$ cat config.mk
export PLATFORM = sky130hd
export DESIGN_NAME = best_fit_coalescing_allocator
export DESIGN_NICKNAME = d
export VERILOG_FILES = /design/src/rtl/bfca_pkg.sv /design/src/rtl/bfca_ctrl.sv /design/src/rtl/bfca_dp.sv /design/src/rtl/best_fit_coalescing_allocator.sv
export SDC_FILE = /design/constraint.sdc
export NUM_CORES = 2
export LEC_CHECK = 0
export BUFFER_PORTS_ARGS = -buffer_cell sky130_fd_sc_hd__buf_4
export CAP_MARGIN = 15
export CELL_PAD_IN_SITES_DETAIL_PLACEMENT = 1
export CELL_PAD_IN_SITES_GLOBAL_PLACEMENT = 2
export CORE_MARGIN = 3
export CORE_UTILIZATION = 47
export DETAILED_ROUTE_END_ITERATION = 7
export GPL_TIMING_DRIVEN = 0
export HOLD_SLACK_MARGIN = 0.03
export PLACE_DENSITY_LB_ADDON = 0.1
export SLEW_MARGIN = 40
export SYNTH_ARGS = -nofsm -noshare
export SYNTH_HDL_FRONTEND = slang
export SYNTH_HIERARCHICAL = 1
export SYNTH_SLANG_ARGS = --single-unit
$ cat constraint.sdc
create_clock -name clk -period 11 [get_ports clk]
set_input_delay 2.2 -clock clk [delete_from_list [all_inputs] [get_ports clk]]
set_output_delay 2.2 -clock clk [all_outputs]
set_load 0.05 [all_outputs]
$ cat src/rtl/bfca_pkg.sv
// types and codes shared by the best-fit allocator controller, datapath and checker
// no dependencies
`timescale 1ns / 1ps

package bfca_pkg;

    localparam int DATA_W   = 32;
    localparam int STATUS_W = 2;
    localparam int COUNT_W  = 5;

    localparam logic REQ_ALLOC   = 1'b0;
    localparam logic REQ_RELEASE = 1'b1;

    localparam logic [STATUS_W-1:0] ST_OK     = 2'd0;
    localparam logic [STATUS_W-1:0] ST_NO_FIT = 2'd1;
    localparam logic [STATUS_W-1:0] ST_FULL   = 2'd2;

    typedef enum logic [3:0] {
        S_IDLE,
        S_A_RD,
        S_A_CHK,
        S_REST,
        S_G_RD,
        S_G_CHK,
        S_G_DEC,
        S_NEXT,
        S_D_RD,
        S_D_WR,
        S_I_INIT,
        S_I_RD,
        S_I_CHK,
        S_I_WR,
        S_DONE
    } state_t;

    typedef enum logic [1:0] {
        DK_ALLOC,
        DK_PREV,
        DK_NEXT
    } drop_kind_t;

    typedef enum logic [4:0] {
        OP_NONE,
        OP_LOAD,
        OP_READ_CUR,
        OP_READ_UP,
        OP_READ_DN,
        OP_A_TAKE,
        OP_IDX_INC,
        OP_A_REST,
        OP_NOFIT,
        OP_FULL,
        OP_G_CHK,
        OP_PREP_PREV,
        OP_PREP_NEXT,
        OP_D_WR,
        OP_D_END,
        OP_INS_INIT,
        OP_I_MOVE,
        OP_I_WR
    } op_t;

    typedef struct packed {
        logic idx_lt_cnt;
        logic up_lt_cnt;
        logic idx_nz;
        logic fit;
        logic greater;
        logic both_found;
        logic has_prev;
        logic has_next;
        logic full;
        logic rest_nz;
    } dp_status_t;

endpackage

$ cat src/rtl/bfca_ctrl.sv
// request sequencer: scan, drop, merge and sorted insert steps
// depends on bfca_pkg
`timescale 1ns / 1ps

module bfca_ctrl (
    input  logic               clk,
    input  logic               rst_n,
    input  logic               start,
    input  logic               req_type,
    input  bfca_pkg::dp_status_t st,
    output bfca_pkg::op_t      op,
    output logic               busy,
    output logic               done
);
    import bfca_pkg::*;

    state_t     state_reg, state_next;
    drop_kind_t dk_reg, dk_next;

    always_ff @(posedge clk or negedge rst_n)
    begin
        if (!rst_n)
        begin
            state_reg <= S_IDLE;
            dk_reg    <= DK_ALLOC;
        end
        else
        begin
            state_reg <= state_next;
            dk_reg    <= dk_next;
        end
    end

    always_comb
    begin
        state_next = state_reg;
        dk_next    = dk_reg;
        op         = OP_NONE;
        busy       = (state_reg != S_IDLE);
        done       = 1'b0;
        unique case (state_reg)
            S_IDLE:
            begin
                if (start)
                begin
                    op         = OP_LOAD;
                    state_next = (req_type == REQ_ALLOC) ? S_A_RD : S_G_RD;
                end
            end
            S_A_RD:
            begin
                if (st.idx_lt_cnt)
                begin
                    op         = OP_READ_CUR;
                    state_next = S_A_CHK;
                end
                else
                begin
                    op         = OP_NOFIT;
                    state_next = S_DONE;
                end
            end
            S_A_CHK:
            begin
                if (st.fit)
                begin
                    op         = OP_A_TAKE;
                    dk_next    = DK_ALLOC;
                    state_next = S_D_RD;
                end
                else
                begin
                    op         = OP_IDX_INC;
                    state_next = S_A_RD;
                end
            end
            S_REST:
            begin
                op         = OP_A_REST;
                state_next = S_G_RD;
            end
            S_G_RD:
            begin
                if (st.idx_lt_cnt)
                begin
                    op         = OP_READ_CUR;
                    state_next = S_G_CHK;
                end
                else
                begin
                    state_next = S_G_DEC;
                end
            end
            S_G_CHK:
            begin
                op         = OP_G_CHK;
                state_next = st.both_found ? S_G_DEC : S_G_RD;
            end
            S_G_DEC:
            begin
                priority if (!st.has_prev && !st.has_next && st.full)
                begin
                    op         = OP_FULL;
                    state_next = S_DONE;
                end
                else if (st.has_prev)
                begin
                    op         = OP_PREP_PREV;
                    dk_next    = DK_PREV;
                    state_next = S_D_RD;
                end
                else if (st.has_next)
                begin
                    state_next = S_NEXT;
                end
                else
                begin
                    state_next = S_I_INIT;
                end
            end
            S_NEXT:
            begin
                op         = OP_PREP_NEXT;
                dk_next    = DK_NEXT;
                state_next = S_D_RD;
            end
            S_D_RD:
            begin
                if (st.up_lt_cnt)
                begin
                    op         = OP_READ_UP;
                    state_next = S_D_WR;
                end
                else
                begin
                    op = OP_D_END;
                    unique case (dk_reg)
                        DK_ALLOC: state_next = st.rest_nz ? S_REST : S_DONE;
                        DK_PREV:  state_next = st.has_next ? S_NEXT : S_I_INIT;
                        DK_NEXT:  state_next = S_I_INIT;
                        default:  state_next = S_DONE;
                    endcase
                end
            end
            S_D_WR:
            begin
                op         = OP_D_WR;
                state_next = S_D_RD;
            end
            S_I_INIT:
            begin
                op         = OP_INS_INIT;
                state_next = S_I_RD;
            end
            S_I_RD:
            begin
                if (st.idx_nz)
                begin
                    op         = OP_READ_DN;
                    state_next = S_I_CHK;
                end
                else
                begin
                    state_next = S_I_WR;
                end
            end
            S_I_CHK:
            begin
                if (st.greater)
                begin
                    op         = OP_I_MOVE;
                    state_next = S_I_RD;
                end
                else
                begin
                    state_next = S_I_WR;
                end
            end
            S_I_WR:
            begin
                op         = OP_I_WR;
                state_next = S_DONE;
            end
            S_DONE:
            begin
                done       = 1'b1;
                state_next = S_IDLE;
            end
            default:
            begin
                state_next = S_IDLE;
            end
        endcase
    end

endmodule

$ cat src/rtl/bfca_dp.sv
// free table memory, working registers and compares of the allocator
// depends on bfca_pkg
`timescale 1ns / 1ps

module bfca_dp #(
    parameter int TABLE_ENTRIES = 16,
    parameter int ADDR_WIDTH    = 32
) (
    input  logic                              clk,
    input  logic                              rst_n,
    input  bfca_pkg::op_t                     op,
    input  logic [bfca_pkg::DATA_W-1:0]       req_size,
    input  logic [bfca_pkg::DATA_W-1:0]       req_offset,
    output bfca_pkg::dp_status_t              st,
    output logic [bfca_pkg::STATUS_W-1:0]     status,
    output logic [bfca_pkg::DATA_W-1:0]       alloc_offset,
    output logic [bfca_pkg::COUNT_W-1:0]      free_blocks
);
    import bfca_pkg::*;

    localparam int AW  = ADDR_WIDTH;
    localparam int AI  = $clog2(TABLE_ENTRIES);
    localparam int IW  = $clog2(TABLE_ENTRIES + 1);
    localparam logic [IW-1:0] FULL_CNT = IW'(TABLE_ENTRIES);

    logic [AW-1:0] mem_off  [TABLE_ENTRIES];
    logic [AW-1:0] mem_size [TABLE_ENTRIES];

    logic [AW-1:0] rd_off_reg, rd_size_reg;
    logic [AW-1:0] off_reg, sz_reg;
    logic [AW-1:0] prev_off_reg, prev_size_reg, next_size_reg;
    logic [AI-1:0] prev_idx_reg, next_idx_reg;
    logic          has_prev_reg, has_next_reg;
    logic [IW-1:0] idx_reg, cnt_reg;
    logic [STATUS_W-1:0] status_reg;
    logic [AW-1:0] aoff_reg;

    logic [AW-1:0] end_addr, rd_end;
    logic          hit_prev, hit_next;
    logic [IW:0]   idx_up;
    logic [AI-1:0] rd_addr, wr_addr;
    logic          rd_en;

    assign end_addr = off_reg + sz_reg;
    assign rd_end   = rd_off_reg + rd_size_reg;
    assign hit_prev = (rd_end == off_reg);
    assign hit_next = !hit_prev && (rd_off_reg == end_addr);
    assign idx_up   = {1'b0, idx_reg} + 1'b1;
    assign wr_addr  = idx_reg[AI-1:0];

    always_comb
    begin
        rd_en   = 1'b0;
        rd_addr = idx_reg[AI-1:0];
        unique case (op)
            OP_READ_CUR:
            begin
                rd_en   = 1'b1;
                rd_addr = idx_reg[AI-1:0];
            end
            OP_READ_UP:
            begin
                rd_en   = 1'b1;
                rd_addr = idx_up[AI-1:0];
            end
            OP_READ_DN:
            begin
                rd_en   = 1'b1;
                rd_addr = AI'(idx_reg - 1'b1);
            end
            default:
            begin
                rd_en = 1'b0;
            end
        endcase
    end

    always_ff @(posedge clk)
    begin
        if (rd_en)
        begin
            rd_off_reg  <= mem_off[rd_addr];
            rd_size_reg <= mem_size[rd_addr];
        end
        if (op == OP_D_WR || op == OP_I_MOVE)
        begin
            mem_off[wr_addr]  <= rd_off_reg;
            mem_size[wr_addr] <= rd_size_reg;
        end
        else if (op == OP_I_WR)
        begin
            mem_off[wr_addr]  <= off_reg;
            mem_size[wr_addr] <= sz_reg;
        end
    end

    always_ff @(posedge clk or negedge rst_n)
    begin
        if (!rst_n)
        begin
            cnt_reg      <= '0;
            idx_reg      <= '0;
            has_prev_reg <= 1'b0;
            has_next_reg <= 1'b0;
            status_reg   <= ST_OK;
        end
        else
        begin
            unique case (op)
                OP_LOAD:
                begin
                    idx_reg      <= '0;
                    has_prev_reg <= 1'b0;
                    has_next_reg <= 1'b0;
                    status_reg   <= ST_OK;
                end
                OP_IDX_INC:  idx_reg <= IW'(idx_up);
                OP_A_REST:
                begin
                    idx_reg      <= '0;
                    has_prev_reg <= 1'b0;
                    has_next_reg <= 1'b0;
                end
                OP_NOFIT:    status_reg <= ST_NO_FIT;
                OP_FULL:     status_reg <= ST_FULL;
                OP_G_CHK:
                begin
                    idx_reg <= IW'(idx_up);
                    if (hit_prev)
                    begin
                        has_prev_reg <= 1'b1;
                    end
                    if (hit_next)
                    begin
                        has_next_reg <= 1'b1;
                    end
                end
                OP_PREP_PREV: idx_reg <= IW'(prev_idx_reg);
                OP_PREP_NEXT:
                begin
                    if (has_prev_reg && (prev_idx_reg < next_idx_reg))
                    begin
                        idx_reg <= IW'(next_idx_reg) - 1'b1;
                    end
                    else
                    begin
                        idx_reg <= IW'(next_idx_reg);
                    end
                end
                OP_D_WR:     idx_reg <= IW'(idx_up);
                OP_D_END:    cnt_reg <= cnt_reg - 1'b1;
                OP_INS_INIT: idx_reg <= cnt_reg;
                OP_I_MOVE:   idx_reg <= idx_reg - 1'b1;
                OP_I_WR:     cnt_reg <= cnt_reg + 1'b1;
                default:
                begin
                end
            endcase
        end
    end

    // payload registers, no reset needed
    always_ff @(posedge clk)
    begin
        unique case (op)
            OP_LOAD:
            begin
                sz_reg   <= AW'(req_size);
                off_reg  <= AW'(req_offset);
                aoff_reg <= '0;
            end
            OP_A_TAKE:
            begin
                prev_off_reg  <= rd_off_reg;
                prev_size_reg <= rd_size_reg;
                aoff_reg      <= rd_off_reg;
            end
            OP_A_REST:
            begin
                off_reg <= prev_off_reg + sz_reg;
                sz_reg  <= prev_size_reg - sz_reg;
            end
            OP_G_CHK:
            begin
                if (hit_prev)
                begin
                    prev_idx_reg  <= idx_reg[AI-1:0];
                    prev_off_reg  <= rd_off_reg;
                    prev_size_reg <= rd_size_reg;
                end
                if (hit_next)
                begin
                    next_idx_reg  <= idx_reg[AI-1:0];
                    next_size_reg <= rd_size_reg;
                end
            end
            OP_PREP_PREV:
            begin
                off_reg <= prev_off_reg;
                sz_reg  <= sz_reg + prev_size_reg;
            end
            OP_PREP_NEXT: sz_reg <= sz_reg + next_size_reg;
            default:
            begin
            end
        endcase
    end

    always_comb
    begin
        st.idx_lt_cnt = (idx_reg < cnt_reg);
        st.up_lt_cnt  = (idx_up < {1'b0, cnt_reg});
        st.idx_nz     = (idx_reg != '0);
        st.fit        = (rd_size_reg >= sz_reg);
        st.greater    = (rd_size_reg > sz_reg);
        st.both_found = (has_prev_reg || hit_prev) && (has_next_reg || hit_next);
        st.has_prev   = has_prev_reg;
        st.has_next   = has_next_reg;
        st.full       = (cnt_reg >= FULL_CNT);
        st.rest_nz    = (prev_size_reg != sz_reg);
    end

    assign status       = status_reg;
    assign alloc_offset = DATA_W'(aoff_reg);
    assign free_blocks  = COUNT_W'(cnt_reg);

endmodule

$ cat src/rtl/best_fit_coalescing_allocator.sv
// best-fit free-block allocator with coalescing, top level
// depends on bfca_pkg, bfca_ctrl, bfca_dp
//
// channel  | handshake        | fields
// request  | start / busy     | req_type, req_size, req_offset
// result   | done (one cycle) | status, alloc_offset, free_blocks
//
// a request visits table entries one at a time, since the scans and shifts go through
// the single read port of the table memory
// the longest request is an allocate whose remainder merges on both sides
// reset empties the table at once, no clearing pass
// done is high for one cycle and busy stays high through it; results cannot be stalled
`timescale 1ns / 1ps

module best_fit_coalescing_allocator #(
    parameter int TABLE_ENTRIES = 16,
    parameter int ADDR_WIDTH    = 32
) (
    input  logic                          clk,
    input  logic                          rst_n,
    input  logic                          start,
    output logic                          busy,
    input  logic                          req_type,
    input  logic [bfca_pkg::DATA_W-1:0]   req_size,
    input  logic [bfca_pkg::DATA_W-1:0]   req_offset,
    output logic                          done,
    output logic [bfca_pkg::STATUS_W-1:0] status,
    output logic [bfca_pkg::DATA_W-1:0]   alloc_offset,
    output logic [bfca_pkg::COUNT_W-1:0]  free_blocks
);
    import bfca_pkg::*;

    op_t        op;
    dp_status_t st;

    bfca_ctrl u_ctrl (
        .clk      (clk),
        .rst_n    (rst_n),
        .start    (start),
        .req_type (req_type),
        .st       (st),
        .op       (op),
        .busy     (busy),
        .done     (done)
    );

    bfca_dp #(
        .TABLE_ENTRIES (TABLE_ENTRIES),
        .ADDR_WIDTH    (ADDR_WIDTH)
    ) u_dp (
        .clk          (clk),
        .rst_n        (rst_n),
        .op           (op),
        .req_size     (req_size),
        .req_offset   (req_offset),
        .st           (st),
        .status       (status),
        .alloc_offset (alloc_offset),
        .free_blocks  (free_blocks)
    );

endmodule

Yosys cells after proc, flatten, opt, wreduce, memory -nomap -nowiden --
Memory sizes are Yosys's and may differ from the RTL's. A register that Yosys moved wholly into a read port is not among the register bits. Cells that the tools add are included.
Storage, ports and cells: bits in read-only memories 0, memories 2, register bits after elaboration 220, RAM bits 1024, bits in latches 0, input port bits 68, output and inout port bits 41
Memory list:
- u_dp.mem_off | words 16, bits a word 32, rd ports 1, clocked after Yosys merged registers in 1, wr ports 1, RTL line bfca_dp.sv:26 | logic [AW-1:0] mem_off [TABLE_ENTRIES];
- u_dp.mem_size | words 16, bits a word 32, rd ports 1, clocked after Yosys merged registers in 1, wr ports 1, RTL line bfca_dp.sv:27 | logic [AW-1:0] mem_size [TABLE_ENTRIES];
Operators by class: reductions and logical operators 34, divide/modulo/power cells 0, multipliers 0, mux-type cells 54, equal/unequal tests 42, $lt $le $gt $ge 6, bitwise logic cells 2, add/sub/neg operators 11, shift operators 0
Operators by type and width (count):
- one-hot mux 32 bit (2 select lines) | 3
- adder 32 bit | 5
- 2-to-1 mux 32 bit | 4
- one-hot mux 32 bit (4 select lines) | 1
- one-hot mux 32 bit (3 select lines) | 1
- one-hot mux 5 bit (14 select lines) | 1
- == test 32 bit | 2
- one-hot mux 4 bit (13 select lines) | 1
- 2-to-1 mux 4 bit | 11
- == test 5 x 4 -> 1 bit, second input constant | 8
- greater-or-equal comparator 32 bit | 1
- > comparator 32 bit | 1
- != test 32 bit | 1
- subtractor 32 bit | 1
- one-hot mux 5 bit (6 select lines) | 1
- == test 4 bit, second input constant | 7
- == test 5 x 3 -> 1 bit, second input constant | 4
- == test 4 x 3 -> 1 bit, second input constant | 4
- 2-to-1 mux 5 bit | 3
- 2-to-1 mux 2 bit | 7
- one-hot mux 2 bit (3 select lines) | 2
- one-hot mux 4 bit (3 select lines) | 1
- 2-to-1 mux 1 bit | 11
- == test 5 x 2 -> 1 bit, second input constant | 2
- 35 further kinds | 66

Depth between registers and ports, before layout --
word-level depth 10, mapped depth 34, depth with buffers taken out 33

Modules after synthesis --
Netlist, hierarchy kept.
Modules (own cells, without submodules):
- bfca_dp | cells each 3965, area each 60805.8 um2, instances 1
- bfca_ctrl | cells each 102, area each 747.0 um2, instances 1

Worst setup path before layout --
Ideal clock, no wire load.
kind register to register, from reg u_dp.sz_reg[1], to reg u_dp.rd_off_reg[0] (read register of u_dp.mem_off) (enable), path buffers 1, arrival time 7.911 ns, period minus slack after synthesis 8.475 ns, setup slack 2.525 ns, stages on the path, launching flop included 22, cells stage by stage edfxtp_1 inv_1 ha_1 nor2b_1 o21a_1 o21a_1 o21a_1 o21a_1 o21a_1 o21a_1 o21ai_0 nand2_1 a21oi_1 nand2_1 nand2b_1 mux2i_1 a2bb2oi_1 o221ai_1 clkbuf_1 nand2b_1 mux2_2 nor3_1
RTL lines:
- start, declared | RTL line bfca_dp.sv:30 | logic [AW-1:0] off_reg, sz_reg;
- start signal, assigned | RTL line bfca_dp.sv:168 | sz_reg <= AW'(req_size);
- start signal, assigned | RTL line bfca_dp.sv:181 | sz_reg <= prev_size_reg - sz_reg;
- start signal, assigned | RTL line bfca_dp.sv:200 | sz_reg <= sz_reg + prev_size_reg;
- end, declared | RTL line bfca_dp.sv:29 | logic [AW-1:0] rd_off_reg, rd_size_reg;

==> metrics <==
DRT Wirelength=202 mm; number of max-cap violations=0; FF-to-FF Start=u_dp/sz_reg[1]; # IOs=109; CP max-delay cell=edfxtp_1; Post-synth EDFFs=1,288; first-pass GRT wire length=291 mm; port bufs=108; CP Capture Type=register; clock sink count=1,308; DR pass1 iterations=7; post-layout min period=9.26 ns; Syn Nets=4,348; fin crit share=84.2%; Root Buffer=clkbuf_16; number of remaining DRC errors=0; asr flop ratio synth=1.53%; CTS Buf Count=141; Hold Worst Slack=0.487 ns; dpl cells=6,076; required time of the critical path=11.49 ns; Core Region=130,000 µm²; initial drt markers=3,879; Total Routing Usage GR=29.9%; final non-filler cell total=6,335; Critical Path AT=9.74 ns; hold buffers post-CTS=0; R2R Setup Slk=1.74 ns; syn_area_per_cell=15.1 µm²; YS warnings=6; CP Max Fanout=10; Hold Path Class=register to register; Largest stage delay, worst path=0.65 ns; starting density of the core=47.4%; Slew headroom=39.7%; Hold Startpoint=u_dp/status[1]; Crit path max-delay family=compound AO/OA/AOI/OAI gates; initial antenna violation count=3; Routed WL per cell=31.9 µm; vias in the first global route=40,200; hpwl dp=151 mm; Final nets=4,759; startpoint types=register; WS Path Type=register to register; row count=132; CTS resizes=0; # Post-CTS Setup Buffers=0; flip-flop and latch count after synthesis=1,308; Yosys top cell by area=edfxtp_1; synth-to-layout area growth=16.2%; GR Overflow Total=0; R2R depth=36; r2r endpoint=u_dp/sz_reg[30]; sequential area share after synthesis=63.6%; Vias=39,100; Fin. Hold Viols=0; worst skew pair latency=0.79 ns; share of cells above drive strength 1=20.4%; CTS tree=done; # H-tree levels=4; final setup violation count=0; DR vias/cell=6.17; commonest register cell after synthesis=edfxtp_1; Yosys top cell area share=62.8%; Die H=368 µm; maximum achievable frequency=108 MHz; max-slew violation count=0; slew at the pin with the worst max-slew slack=0.893 ns; Cell Area, Synth=61,600 µm²; Yosys cell types=95; Clock Skew=0.0512 ns; Clock transition at path regs=0.06 ns; Hold Path Sink=u_dp/status[1]; Placer Congestion=0.908; CP most frequent cell=o21a_1; full die area=135,000 µm²; Regs by FF count=u_dp/mem_off: 512 flops, u_dp/mem_size: 512 flops; leading post-synthesis cells by cell area=edfxtp_1 (63%), mux4_2 (9.4%), ha_1 (4.2%); post-route ant nets=0; RSZ-0062 raised after global routing=no; die span in x=368 µm; largest net degree at the start of global routing=37; CP bufs+invs=5; clk buf depth=3; Post-Syn Instances=4,067; status=completed; hold path cells=2
## layer usage
layer	wire (µm)	track usage (%)
met5	0	0
met4	6470	9.30
met3	13800	4.83
met2	96200	48.2
met1	86000	41.9
## placed cells by master, fill, tap and decap left out, types with 15 or more instances in the layout
| cell | n |
|---|---|
| o211ai_1 | 19 |
| dfrtp_1 | 20 |
| a211oi_1 | 87 |
| mux4_2 | 256 |
| nand2b_1 | 35 |
| mux2_2 | 39 |
| clkinv_2 | 23 |
| a21o_1 | 85 |
| clkbuf_2 | 16 |
| buf_6 | 26 |
| buf_8 | 35 |
| buf_4 | 163 |
| nor2_1 | 126 |
| a21oi_1 | 249 |
| mux2i_1 | 81 |
| ha_1 | 207 |
| edfxtp_1 | 1288 |
| o21ai_2 | 32 |
| and3_1 | 41 |
| a22oi_1 | 49 |
| o21a_1 | 32 |
| buf_2 | 74 |
| nand2_1 | 265 |
| o21ai_0 | 142 |
| inv_1 | 92 |
| xnor2_1 | 106 |
| xor2_1 | 71 |
| nand3_1 | 44 |
| clkbuf_1 | 136 |
| o2111ai_1 | 15 |
| nor2b_1 | 96 |
| clkinv_1 | 30 |
| nor3_1 | 47 |
| o21bai_1 | 25 |
| clkbuf_16 | 144 |
| nand4_1 | 42 |
| buf_16 | 25 |
## per-stage QoR
step           setup TNS (ns)  util (%)  setup WS, ns  cell area, µm²
6_report                    0      55.1          1.74           71500
5_1_grt                     0      55.1          1.14           71500
4_1_cts                     0      55.1          1.67           71500
3_5_place_dp                0      51.5          1.73           66900
3_3_place_gp         -1657.94      49.7         -3.73           64500
2_1_floorplan               0         -          2.52           61600
## how the worst max path moves through the flow
stage | startpoint | to | slack, ns | cells past startpoint
4_1_cts | u_dp/sz_reg[1] | u_dp/sz_reg[31] | 1.67 | 36
5_1_grt | u_dp/sz_reg[1] | u_dp/sz_reg[31] | 1.14 | 36
6_report | u_dp/sz_reg[1] | u_dp/sz_reg[30] | 1.74 | 36
3_5_place_dp | u_dp/sz_reg[1] | u_dp/sz_reg[31] | 1.73 | 36
2_1_floorplan | u_dp/sz_reg[1] | u_dp/rd_off_reg[0] | 2.52 | 21
3_3_place_gp | u_dp/sz_reg[1] | u_dp/mem_size[2][10] | -3.73 | 20
## worst min-delay path, delay by kind of cell (launching register included)
| family | cells | cell delay (ns) |
|---|---|---|
| simple gates | 2 | 0.10 |
| flops | 1 | 0.35 |
## cell usage after synthesis (11+ instances only)
| cell | n |
|---|---|
| nand2b_1 | 35 |
| a211oi_1 | 87 |
| a21o_1 | 86 |
| ha_1 | 207 |
| edfxtp_1 | 1288 |
| nor3_1 | 55 |
| xor2_1 | 71 |
| a22oi_1 | 49 |
| buf_1 | 11 |
| o221ai_1 | 11 |
| o21bai_1 | 25 |
| a21oi_1 | 250 |
| nor2_1 | 142 |
| buf_2 | 47 |
| nand4_1 | 42 |
| o21a_1 | 32 |
| xnor2_1 | 107 |
| mux2i_1 | 81 |
| nand3_1 | 44 |
| mux2_2 | 39 |
| a31oi_1 | 14 |
| dfrtp_1 | 20 |
| inv_1 | 92 |
| o211ai_1 | 19 |
| clkbuf_1 | 124 |
| o21ai_0 | 173 |
| and3_1 | 41 |
| or3_1 | 14 |
| o2111ai_1 | 15 |
| nor2b_1 | 96 |
| o31ai_1 | 13 |
| mux4_2 | 256 |
| nand2_1 | 267 |
## kinds of logic after synthesis
family | Yosys count | share of synthesized area [%]
adders and majority gates | 213 | 4.40
DFF | 1308 | 63.6
xor gates and xnor gates | 179 | 2.56
AOI/OAI and AO/OA | 897 | 9.53
buffers and inverters | 286 | 1.92
and+or+nand+nor | 808 | 6.54
muxes | 376 | 11.4
## layout make-up
type / count / area [µm²]
Clock buffer: 173 / 3710
Timing Repair Buffer: 268 / 2830
Tap cell: 1742 / 2180
Buffer: 191 / 851
Sequential cell: 1308 / 39200
Clock inverter: 82 / 858
Multi-Input combinational cell: 2473 / 21500
Antenna cell: 3 / 7.51
Inverter: 95 / 357
Fill cell: 12400 / 58300
Power is not shown: default switching activity piles up to over one toggle a cycle in this logic, so the estimate is an artifact.
